## config.mk

```make
export PLATFORM = sky130hd
export DESIGN_NAME = text_line_projection_segmenter_core
export DESIGN_NICKNAME = d
export VERILOG_FILES = /design/src/design/tlps_pkg.sv /design/src/design/text_line_projection_segmenter_core.sv /design/src/design/tlps_ctrl.sv /design/src/design/tlps_dp.sv
export SDC_FILE = /design/constraint.sdc
export NUM_CORES = 1
export LEC_CHECK = 0
export ABC_AREA = 0
export BUFFER_PORTS_ARGS = -buffer_cell sky130_fd_sc_hd__buf_2
export CORE_ASPECT_RATIO = 1.1
export CORE_MARGIN = 2
export CORE_UTILIZATION = 55
export DETAILED_ROUTE_END_ITERATION = 16
export PLACE_DENSITY = 0.73
export SYNTH_ARGS = -nofsm -noshare
export SYNTH_HDL_FRONTEND = slang
export SYNTH_SLANG_ARGS = --single-unit
```

## constraint.sdc

```tcl
create_clock -name clk_i -period 18.2 [get_ports clk_i]
set_input_delay 0 -clock clk_i [delete_from_list [all_inputs] [get_ports clk_i]]
set_output_delay 0 -clock clk_i [all_outputs]
set_load 0.005 [all_outputs]
```

## src/design/tlps_pkg.sv

```systemverilog
package tlps_pkg;

  localparam int unsigned MaxWidth   = 4096;
  localparam int unsigned WidthW     = 13;
  localparam int unsigned RowW       = 12;
  localparam int unsigned SumW       = 20;
  localparam int unsigned HeightW    = 13;
  localparam int unsigned GapW       = 5;
  localparam int unsigned WsumW      = 15;
  localparam int unsigned RecipW     = 13;
  localparam int unsigned GreyRecip  = 5243;
  localparam int unsigned GreyShift  = 19;
  localparam int unsigned DivW       = 24;
  localparam int unsigned DivCntW    = 5;

  typedef enum logic [1:0] {
    CFG_WIDTH,
    CFG_HEIGHT,
    CFG_THRESH,
    CFG_GAP
  } cfg_idx_e;

  typedef struct packed {
    logic load_in;
    logic mul;
    logic acc;
    logic div_step;
    logic load_out;
  } cmd_t;

  typedef struct packed {
    logic row_end;
    logic counted;
  } sts_t;

endpackage

```

## src/design/text_line_projection_segmenter_core.sv

```systemverilog
// Text line segmenter by horizontal projection profile. Each request is one RGB pixel in
// raster order; every request yields one result with the grey value of the inverted pixel,
// and the last pixel of a counted row also carries the row value and, when a line closes,
// its top and bottom rows. A pixel steps through load, multiply, accumulate and finish;
// the last pixel of a counted row also runs the 24-step radix-2 divider for sum*10/width.
// A pending result is held in the output register while the next request is taken.
module text_line_projection_segmenter_core import tlps_pkg::*; (
  input  logic              clk_i,
  input  logic              rst_ni,
  input  logic              cfg_we_i,
  input  logic [1:0]        cfg_index_i,
  input  logic [WidthW-1:0] cfg_data_i,
  input  logic              in_valid_i,
  output logic              in_stall_o,
  input  logic              start_of_image_i,
  input  logic [7:0]        red_i,
  input  logic [7:0]        green_i,
  input  logic [7:0]        blue_i,
  output logic              out_valid_o,
  input  logic              out_stall_i,
  output logic [7:0]        grey_o,
  output logic              row_done_o,
  output logic [7:0]        row_value_o,
  output logic              line_found_o,
  output logic [RowW-1:0]   line_top_o,
  output logic [RowW-1:0]   line_bottom_o,
  output logic [7:0]        line_index_o
);

  cmd_t cmd;
  sts_t sts;

  tlps_ctrl u_ctrl (
    .clk_i       (clk_i),
    .rst_ni      (rst_ni),
    .in_valid_i  (in_valid_i),
    .in_stall_o  (in_stall_o),
    .out_valid_o (out_valid_o),
    .out_stall_i (out_stall_i),
    .sts_i       (sts),
    .cmd_o       (cmd)
  );

  tlps_dp u_dp (
    .clk_i            (clk_i),
    .rst_ni           (rst_ni),
    .cfg_we_i         (cfg_we_i),
    .cfg_index_i      (cfg_index_i),
    .cfg_data_i       (cfg_data_i),
    .start_of_image_i (start_of_image_i),
    .red_i            (red_i),
    .green_i          (green_i),
    .blue_i           (blue_i),
    .cmd_i            (cmd),
    .sts_o            (sts),
    .grey_o           (grey_o),
    .row_done_o       (row_done_o),
    .row_value_o      (row_value_o),
    .line_found_o     (line_found_o),
    .line_top_o       (line_top_o),
    .line_bottom_o    (line_bottom_o),
    .line_index_o     (line_index_o)
  );

endmodule

```

## src/design/tlps_ctrl.sv

```systemverilog
module tlps_ctrl import tlps_pkg::*; (
  input  logic clk_i,
  input  logic rst_ni,
  input  logic in_valid_i,
  output logic in_stall_o,
  output logic out_valid_o,
  input  logic out_stall_i,
  input  sts_t sts_i,
  output cmd_t cmd_o
);

  typedef enum logic [2:0] {
    S_IDLE,
    S_MUL,
    S_ACC,
    S_DIV,
    S_FIN
  } state_e;

  state_e               state_q;
  logic [DivCntW-1:0]   cnt_q;
  logic                 out_valid_q;
  logic                 out_free;

  assign out_free = !out_valid_q || !out_stall_i;

  always_comb begin
    cmd_o          = '0;
    cmd_o.load_in  = (state_q == S_IDLE) && in_valid_i;
    cmd_o.mul      = (state_q == S_MUL);
    cmd_o.acc      = (state_q == S_ACC);
    cmd_o.div_step = (state_q == S_DIV);
    cmd_o.load_out = (state_q == S_FIN) && out_free;
  end

  assign in_stall_o  = (state_q != S_IDLE);
  assign out_valid_o = out_valid_q;

  always_ff @(posedge clk_i or negedge rst_ni) begin
    if (!rst_ni) begin
      state_q     <= S_IDLE;
      cnt_q       <= '0;
      out_valid_q <= 1'b0;
    end else begin
      if (cmd_o.load_out) begin
        out_valid_q <= 1'b1;
      end else if (!out_stall_i) begin
        out_valid_q <= 1'b0;
      end
      case (state_q)
        S_IDLE: begin
          if (in_valid_i) state_q <= S_MUL;
        end
        S_MUL: begin
          state_q <= S_ACC;
        end
        S_ACC: begin
          if (sts_i.counted && sts_i.row_end) begin
            state_q <= S_DIV;
            cnt_q   <= DivCntW'(DivW - 1);
          end else begin
            state_q <= S_FIN;
          end
        end
        S_DIV: begin
          if (cnt_q == '0) begin
            state_q <= S_FIN;
          end else begin
            cnt_q <= cnt_q - 1'b1;
          end
        end
        S_FIN: begin
          if (out_free) state_q <= S_IDLE;
        end
        default: begin
          state_q <= S_IDLE;
        end
      endcase
    end
  end

endmodule

```

## src/design/tlps_dp.sv

```systemverilog
module tlps_dp import tlps_pkg::*; (
  input  logic              clk_i,
  input  logic              rst_ni,
  input  logic              cfg_we_i,
  input  logic [1:0]        cfg_index_i,
  input  logic [WidthW-1:0] cfg_data_i,
  input  logic              start_of_image_i,
  input  logic [7:0]        red_i,
  input  logic [7:0]        green_i,
  input  logic [7:0]        blue_i,
  input  cmd_t              cmd_i,
  output sts_t              sts_o,
  output logic [7:0]        grey_o,
  output logic              row_done_o,
  output logic [7:0]        row_value_o,
  output logic              line_found_o,
  output logic [RowW-1:0]   line_top_o,
  output logic [RowW-1:0]   line_bottom_o,
  output logic [7:0]        line_index_o
);

  localparam logic [SumW-1:0]    SumMax    = '1;
  localparam logic [HeightW-1:0] HeightMax = '1;

  // configuration
  logic [WidthW-1:0] cfg_width_q, cfg_height_q;
  logic [7:0]        cfg_thresh_q;
  logic [3:0]        cfg_gap_q;

  // pixel
  logic              sof_q;
  logic [7:0]        r_q, g_q, b_q;
  logic [WsumW-1:0]  wsum_q;
  logic [7:0]        grey_q;

  // image state
  logic [SumW-1:0]    row_sum_q;
  logic [WidthW-1:0]  col_q;
  logic [WidthW-1:0]  row_cnt_q;
  logic               in_line_q;
  logic [RowW-1:0]    top_q;
  logic [HeightW-1:0] height_q;
  logic [GapW-1:0]    gap_q;
  logic [7:0]         lines_q;

  // row end and divider
  logic               row_end_q;
  logic [RowW-1:0]    row_idx_q;
  logic [DivW-1:0]    quot_q;
  logic [WidthW-1:0]  rem_q;

  // result
  logic [7:0]         out_grey_q, out_value_q, out_index_q;
  logic               out_done_q, out_found_q;
  logic [RowW-1:0]    out_top_q, out_bottom_q;

  logic [WidthW-1:0]        w_eff;
  logic [WsumW-1:0]         wsum;
  logic [WsumW+RecipW-1:0]  grey_prod;
  logic [7:0]               grey;
  logic [SumW:0]            sum_ext;
  logic [SumW-1:0]          sum_sat;
  logic [WidthW-1:0]        col_inc;
  logic                     counted;
  logic                     row_end;
  logic [DivW-1:0]          dividend;
  logic [WidthW:0]          rem_sh;
  logic [WidthW:0]          rem_sub;
  logic                     rem_ge;
  logic [7:0]               value;
  logic                     ink;
  logic [HeightW-1:0]       h_inc;
  logic                     gap_lt;
  logic                     tall;

  always_comb begin
    if (cfg_width_q == '0) begin
      w_eff = WidthW'(1);
    end else if (cfg_width_q > WidthW'(MaxWidth)) begin
      w_eff = WidthW'(MaxWidth);
    end else begin
      w_eff = cfg_width_q;
    end
  end

  assign wsum = WsumW'(r_q) * WsumW'(30) + WsumW'(g_q) * WsumW'(59)
              + WsumW'(b_q) * WsumW'(11);

  // divide by 100 through reciprocal
  assign grey_prod = (WsumW+RecipW)'(wsum_q) * (WsumW+RecipW)'(GreyRecip);
  assign grey      = grey_prod[GreyShift +: 8];

  assign sum_ext  = {1'b0, row_sum_q} + (SumW+1)'(grey);
  assign sum_sat  = sum_ext[SumW] ? SumMax : sum_ext[SumW-1:0];
  assign col_inc  = col_q + 1'b1;
  assign counted  = row_cnt_q < cfg_height_q;
  assign row_end  = col_inc >= w_eff;
  assign dividend = DivW'({sum_sat, 3'b000}) + DivW'({sum_sat, 1'b0});

  assign sts_o.row_end = row_end;
  assign sts_o.counted = counted;

  assign rem_sh  = {rem_q, quot_q[DivW-1]};
  assign rem_sub = rem_sh - {1'b0, w_eff};
  assign rem_ge  = rem_sh >= {1'b0, w_eff};

  assign value = !row_end_q ? 8'd0 :
                 (|quot_q[DivW-1:8]) ? 8'hFF : quot_q[7:0];
  assign ink    = value > cfg_thresh_q;
  assign h_inc  = (height_q == HeightMax) ? height_q : height_q + 1'b1;
  assign gap_lt = gap_q < GapW'(cfg_gap_q);
  assign tall   = height_q > HeightW'(cfg_gap_q);

  always_ff @(posedge clk_i or negedge rst_ni) begin
    if (!rst_ni) begin
      cfg_width_q  <= WidthW'(640);
      cfg_height_q <= WidthW'(480);
      cfg_thresh_q <= 8'd8;
      cfg_gap_q    <= 4'd3;
    end else if (cfg_we_i) begin
      case (cfg_index_i)
        CFG_WIDTH:  cfg_width_q  <= cfg_data_i;
        CFG_HEIGHT: cfg_height_q <= cfg_data_i;
        CFG_THRESH: cfg_thresh_q <= cfg_data_i[7:0];
        CFG_GAP:    cfg_gap_q    <= cfg_data_i[3:0];
        default: ;
      endcase
    end
  end

  always_ff @(posedge clk_i) begin
    if (cmd_i.load_in) begin
      sof_q <= start_of_image_i;
      r_q   <= ~red_i;
      g_q   <= ~green_i;
      b_q   <= ~blue_i;
    end
    if (cmd_i.mul) wsum_q <= wsum;
    if (cmd_i.acc) begin
      grey_q    <= grey;
      row_end_q <= counted && row_end;
      row_idx_q <= row_cnt_q[RowW-1:0];
      quot_q    <= dividend;
      rem_q     <= '0;
    end else if (cmd_i.div_step) begin
      rem_q  <= rem_ge ? rem_sub[WidthW-1:0] : rem_sh[WidthW-1:0];
      quot_q <= {quot_q[DivW-2:0], rem_ge};
    end
    if (cmd_i.load_out) begin
      out_grey_q   <= grey_q;
      out_done_q   <= row_end_q;
      out_value_q  <= value;
      out_found_q  <= 1'b0;
      out_top_q    <= '0;
      out_bottom_q <= '0;
      out_index_q  <= '0;
      if (row_end_q && in_line_q && !ink && !gap_lt && tall) begin
        out_found_q  <= 1'b1;
        out_top_q    <= top_q;
        out_bottom_q <= row_idx_q;
        out_index_q  <= lines_q;
      end
    end
  end

  always_ff @(posedge clk_i or negedge rst_ni) begin
    if (!rst_ni) begin
      row_sum_q <= '0;
      col_q     <= '0;
      row_cnt_q <= '0;
      in_line_q <= 1'b0;
      top_q     <= '0;
      height_q  <= '0;
      gap_q     <= '0;
      lines_q   <= '0;
    end else if (cmd_i.mul) begin
      if (sof_q) begin
        row_sum_q <= '0;
        col_q     <= '0;
        row_cnt_q <= '0;
        in_line_q <= 1'b0;
        top_q     <= '0;
        height_q  <= '0;
        gap_q     <= '0;
        lines_q   <= '0;
      end
    end else if (cmd_i.acc) begin
      if (counted) begin
        if (row_end) begin
          row_sum_q <= '0;
          col_q     <= '0;
          row_cnt_q <= row_cnt_q + 1'b1;
        end else begin
          row_sum_q <= sum_sat;
          col_q     <= col_inc;
        end
      end
    end else if (cmd_i.load_out && row_end_q) begin
      if (ink && !in_line_q) begin
        in_line_q <= 1'b1;
        height_q  <= h_inc;
        top_q     <= row_idx_q;
      end else if (in_line_q && ink) begin
        height_q <= h_inc;
        gap_q    <= '0;
      end else if (in_line_q && gap_lt) begin
        height_q <= h_inc;
        gap_q    <= gap_q + 1'b1;
      end else begin
        if (in_line_q && tall && lines_q != 8'hFF) lines_q <= lines_q + 1'b1;
        height_q  <= '0;
        in_line_q <= 1'b0;
        top_q     <= '0;
      end
    end
  end

  assign grey_o        = out_grey_q;
  assign row_done_o    = out_done_q;
  assign row_value_o   = out_value_q;
  assign line_found_o  = out_found_q;
  assign line_top_o    = out_top_q;
  assign line_bottom_o = out_bottom_q;
  assign line_index_o  = out_index_q;

endmodule

```

; ---- Word level (Yosys, flattened, before mapping)
; Cells that the tools add are included.
[op_classes]
bitwise_logic = 3
n_addsub = 11
muxes = 69
n_reduce_logical = 44
mul = 4
n_lt_le_gt_ge = 7
n_eq_ne = 22
[op_table]
columns = op, n
row1 = $mux W13, 19
row2 = $mux W20, 6
row3 = $mux W12, 7
row4 = $mux W8, 10
row5 = $mux W24, 2
row6 = $mux W5, 9
row7 = $add A13 B1 Y13 const B, 3
row8 = $mul A15 B13 Y27 const B, 1
row9 = $add A23 B21 Y24, 1
row10 = $mul A8 B4 Y12 const B, 2
row11 = $not A8 Y8, 3
row12 = $add A20 B8 Y21, 1
row13 = $reduce_or A16 Y1, 1
row14 = $add A13 B14 Y15, 1
row15 = $add A15 B12 Y15, 1
row16 = $pmux W3 S5, 1
row17 = $ge A14 B13 Y1, 1
row18 = $mul A8 B6 Y14 const B, 1
row19 = $eq A13 B13 Y1 const B, 1
row20 = $ge A13 B13 Y1, 1
row21 = $gt A13 B13 Y1 const B, 1
row22 = $gt A13 B4 Y1, 1
row23 = $logic_and A1 B1 Y1, 13
row24 = $logic_not A13 Y1, 1
row25 = other kinds (31), 72
[totals]
out_inout_bits = 52
register_bits = 280
wordCells = 192

; ---- Depth between registers and ports, before layout
[logic_depth]
ltp_word = 10
mapped_depth = 38

; ---- Modules after synthesis
; From an unflattened synthesis, not the netlist that was laid out.
[unflattened]
cells_unflattened = 1888
hier_area_um2 = 20633.5
[by_module_without_submodules]
columns = mod, cells_per_inst, area_each_um2, seq_area_each_um2, instances
row1 = tlps_dp, 1841, 20120.5, 7403.4, 1
row2 = tlps_ctrl, 47, 513.0, 225.2, 1

; ---- Least setup slack after synthesis
; OpenSTA, ideal clock, no wires.
[synth_timing]
path_kind = flip-flop to flip-flop
from = register u_dp.wsum_q[11]
to = register u_dp.quot_q[15], data pin
setup_slack_ns = 10.113
t_arrival_ns = 7.823
setup_ns = 0.264
required_ns = 17.936
period_less_slack_ns = 8.087
path_stages_with_launch = 34
path_cell_list = edfxtp_1 > fa_1 > ha_1 > inv_1 > fa_1 > inv_1 > fa_1 > inv_1 > fa_1 > inv_1 > ha_1 > a21o_1 > a31oi_1 > nand3_1 > a31oi_1 > o21a_1 > o211ai_1 > xor2_1 > ha_1 > or4_1 > o21ai_2 > a211oi_4 > nand2_2 > clkbuf_1 > o21ai_0 > ha_1 > a2111oi_2 > o211ai_1 > a31o_2 > a21o_1 > a21o_1 > a21oi_1 > xor2_1 > o21ai_1
[synth_via]
elab_chain_cells = 5
[synth_lines]
columns = element, line
row1 = "start, declared", tlps_dp.sv:33  ; logic [WsumW-1:0] wsum_q;
row2 = "start signal, assigned", tlps_dp.sv:138  ; if (cmd_i.mul) wsum_q <= wsum;
row3 = $mul A15 B13 Y27, tlps_dp.sv:90  ; assign grey_prod = (WsumW+RecipW)'(wsum_q) * (WsumW+RecipW)'(GreyRecip);
row4 = via u_dp.grey_prod[24], tlps_dp.sv:59  ; logic [WsumW+RecipW-1:0] grey_prod;
row5 = $add A20 B8 Y21, tlps_dp.sv:93  ; assign sum_ext = {1'b0, row_sum_q} + (SumW+1)'(grey);
row6 = $mux W20, tlps_dp.sv:94  ; assign sum_sat = sum_ext[SumW] ? SumMax : sum_ext[SumW-1:0];
row7 = $add A23 B21 Y24, tlps_dp.sv:98  ; assign dividend = DivW'({sum_sat, 3'b000}) + DivW'({sum_sat, 1'b0});
row8 = $mux W24, tlps_dp.sv:139  ; if (cmd_i.acc) begin
row9 = "end signal, assigned", tlps_dp.sv:143  ; quot_q <= dividend;
row10 = "end signal, assigned", tlps_dp.sv:147  ; quot_q <= {quot_q[DivW-2:0], rem_ge};
row11 = "end, declared", tlps_dp.sv:49  ; logic [DivW-1:0] quot_q;
; The timed path passes the listed nets, and every way through them passes these cells.
; A chain may end at the register's enable or synchronous reset.

; ---- Worst setup path after layout
[layout_timing]
from = register u_dp.wsum_q[13]
to = register u_dp.quot_q[23], data pin
; Same word-level chain as after synthesis.

==> impl_metrics.yaml <==
floorplanning:
  start_util: 0.558
  ios: 97
  die_area_um2: 39300
  row_count: 74
  coreArea_um2: 37100
  fp.dieH_um: 208
  die_x_um: 189
logic_synthesis:
  muxShareOfSynthArea: 0.0276
  synth_edf_count: 135
  synthXorXnorAreaFrac: 0.0384
  synth_top_area_cell: "edfxtp_1"
  synth-seq-cells: 280
  yosysWarnings: 0
  synth_cells: 1952
  synth-compound-area-share: 0.113
  yosysTopAreaCellShare: 0.196
  syn_avg_cell_area_um2: 10.6
  yosys-top-cells-area: "edfxtp_1 (20%), ha_1 (15%), dfrtp_1 (15%)"
  synth_adder_area_share: 0.279
  postSynth.asyncResetShare: 0.471
  synth_top_family_by_area: "adder cells"
  synth_cell_types: 89
  syn-num-nets: 2379
  synth-simple-area-share: 0.115
  synth_area_um2: 20700
  synth_ff_type: "edfxtp_1"
  yosysSeqAreaShare: 0.368
finish:
  diodes: 0
  areaGrowthSynthToFinish_pct: 12.1
  layout_common_cells: "inv_1 (278), ha_1 (247), nand2_1 (158), fa_1 (135), edfxtp_1 (135)"
  final_layout_size_suffix_gt1_frac: 0.113
  layout_commonest_cell: "inv_1"
  layout.nets: 2521
setup_path:
  cp_slowest_stage_delay_ns: 0.61
  worstSetupEndpointType: "register"
  cpMaxStageDelayCell: "nor4_1"
  arrival_ns: 9.40
  crit_path_start: "u_dp.wsum_q[13]$_DFFE_PN_"
  path_max_fanout: 15
  path_common_cell: "fa_1"
  path_class: "register to register"
  worstSetupStartpointType: "register"
  crit-reg2reg-launch: "u_dp.wsum_q[13]$_DFFE_PN_"
  required_ns: 18.54
sta:
  max_slew_margin: 0.215
  fin_crit_ns: 9.06
  fmax_mhz: 110
  fin_tns_setup_ns: 0
  rsz0062_at_grt: "no"
  slew_viol_final: 0
  final-setup-viol-count: 0
  skew_ns: 0.0123
  fin_crit_sh: 0.498
  final-hold-violation-count: 0
  tightestPinTransition_ns: 1.17
clock_network:
  cts_buffers: 30
  cts_root_buf: "clkbuf_16"
  cts_tree: "yes"
  h-tree-depth: 1
  cts_resized: 0
  path_clk_slew_ns: 0.07
  cts_buffer_depth: 3
  clk_latency_ns: 0.59
  clock_sinks: 280
  postCtsSetupBuffers: 0
grt:
  overflow: 0
  grt_util_all_layers: 0.237
  grt_max_degree: 57
  grt_first_pass_wirelength_um: 75600
  antenna_found_initial: 0
  grt_pass1_vias: 15100
flow_run:
  max-cap-violations: 0
placed_design:
  io_buffers: 96
  dp_hpwl_um: 33600
  place.gp.congestion: 0.850
drt:
  drtPass1Iterations: 5
  via_count: 14600
  via_per_inst: 5.60
  drtIter0Drc: 981
  drt_wl_total_um: 44700
  drt-wirelength-per-cell_um: 17.1
  ant_nets: 0
  drc: 0
hold_path:
  hold_path.startpoint: "in_valid_i"
  hold_path.class: "primary input to register"
run_status:
  status: "finished clean"
-- critical path: cells and delay by family, from the launching register on --
| family | cells | cell delay (ns) |
|---|---|---|
| fa+ha+maj | 9 | 3.65 |
| simple gates | 4 | 1.19 |
| buf+inv | 4 | 0.21 |
| compound gates | 15 | 3.17 |
| flops | 1 | 0.60 |
-- state kept, by name, summed over array words and instances, names as in the netlist, 13 cells and up --
name	count
u_dp.wsum_q	15
u_dp.quot_q	24
u_dp.row_cnt_q	13
u_dp.rem_q	13
u_dp.height_q	13
u_dp.cfg_height_q	13
u_dp.col_q	13
u_dp.cfg_width_q	13
u_dp.row_sum_q	20
-- cell families (layout without fill, tap and decap cells) --
logic type / count (synthesis) / count (layout)
multiplexers: 52 / 52
XOR/XNOR: 91 / 91
adder cells (fa/ha/maj): 382 / 382
buffers and inverters: 320 / 486
flip-flops: 280 / 280
AND/OR/NAND/NOR: 476 / 476
AO/OA/AOI/OAI: 351 / 351
-- layout make-up --
type / count / area (um^2)
flip-flops and latches: 280 / 7630
clock inverters: 14 / 190
clock buffers: 42 / 837
well taps: 494 / 618
inverters: 279 / 1050
repair buffers: 151 / 1010
multi-input cells: 1352 / 11900
fillers: 2998 / 13900
-- stage by stage --
stage,setup slack [ns],utilization,instance area [um^2],std cells,hold WS [ns]
2_1_floorplan,10.11,-,20700,1952,-0.296
3_3_place_gp,9.55,0.586,21700,2510,-0.0428
3_5_place_dp,9.29,0.586,21700,2510,-0.0364
4_1_cts,9.21,0.626,23200,2612,0.0274
5_1_grt,8.55,0.626,23200,2612,0.0626
6_report,9.14,0.626,23200,2612,0.0575
-- layer usage --
metal | global-route usage | vias up | part of all wire
li1 | - | 7016 | -
met2 | 0.394 | 379 | 0.48
met1 | 0.319 | 7140 | 0.44
met3 | 0.0336 | 87 | 0.052
met4 | 0.0822 | 0 | 0.032
met5 | 0 | - | 0
-- what timing repair did --
action | in CTS | in global routing
hold buffers | 46 | 0
hold endpoints to repair | 194 | 0
endpoints found under the setup margin | 0 | 0
-- worst paths after layout --
| check | endpoint | slack, ns | depth (start not counted) |
|---|---|---|---|
| max | u_dp.quot_q[23]$_DFFE_PP_ | 9.14 | 32 |
| min | u_dp.sof_q$_DFFE_PP_ | 0.06 | 4 |
| max reg2reg | u_dp.quot_q[23]$_DFFE_PP_ | 9.14 | 32 |
| min reg2reg | u_dp.grey_o[7]$_DFFE_PP_ | 0.42 | 0 |
| max in group asynchronous | u_dp.gap_q[0]$_DFFE_PN0P_ | 16.16 | 4 |
| min in group asynchronous | u_dp.cfg_thresh_q[3]$_DFFE_PN1P_ | 0.54 | 3 |
-- synth_stat cells, types with 12 or more instances --
library cell,n
nor2b_1,16
dfxtp_1,13
clkbuf_1,25
edfxtp_1,135
nand2b_1,20
nand3_1,49
nor4_1,18
nand4_1,19
ha_1,247
mux2_2,40
dfrtp_1,123
o21ai_0,81
nand2_1,158
a21oi_1,68
inv_1,278
nor3_1,18
and3_1,21
xor2_1,41
xnor2_1,50
o21ai_1,31
and2_1,40
a22o_1,14
nor2_1,72
o21a_1,21
buf_2,12
a21o_1,37
o211ai_1,13
fa_1,135
Power is left out: the tool's default activity adds up to more than one toggle a clock period on the data nets, which glitch-free logic cannot reach.
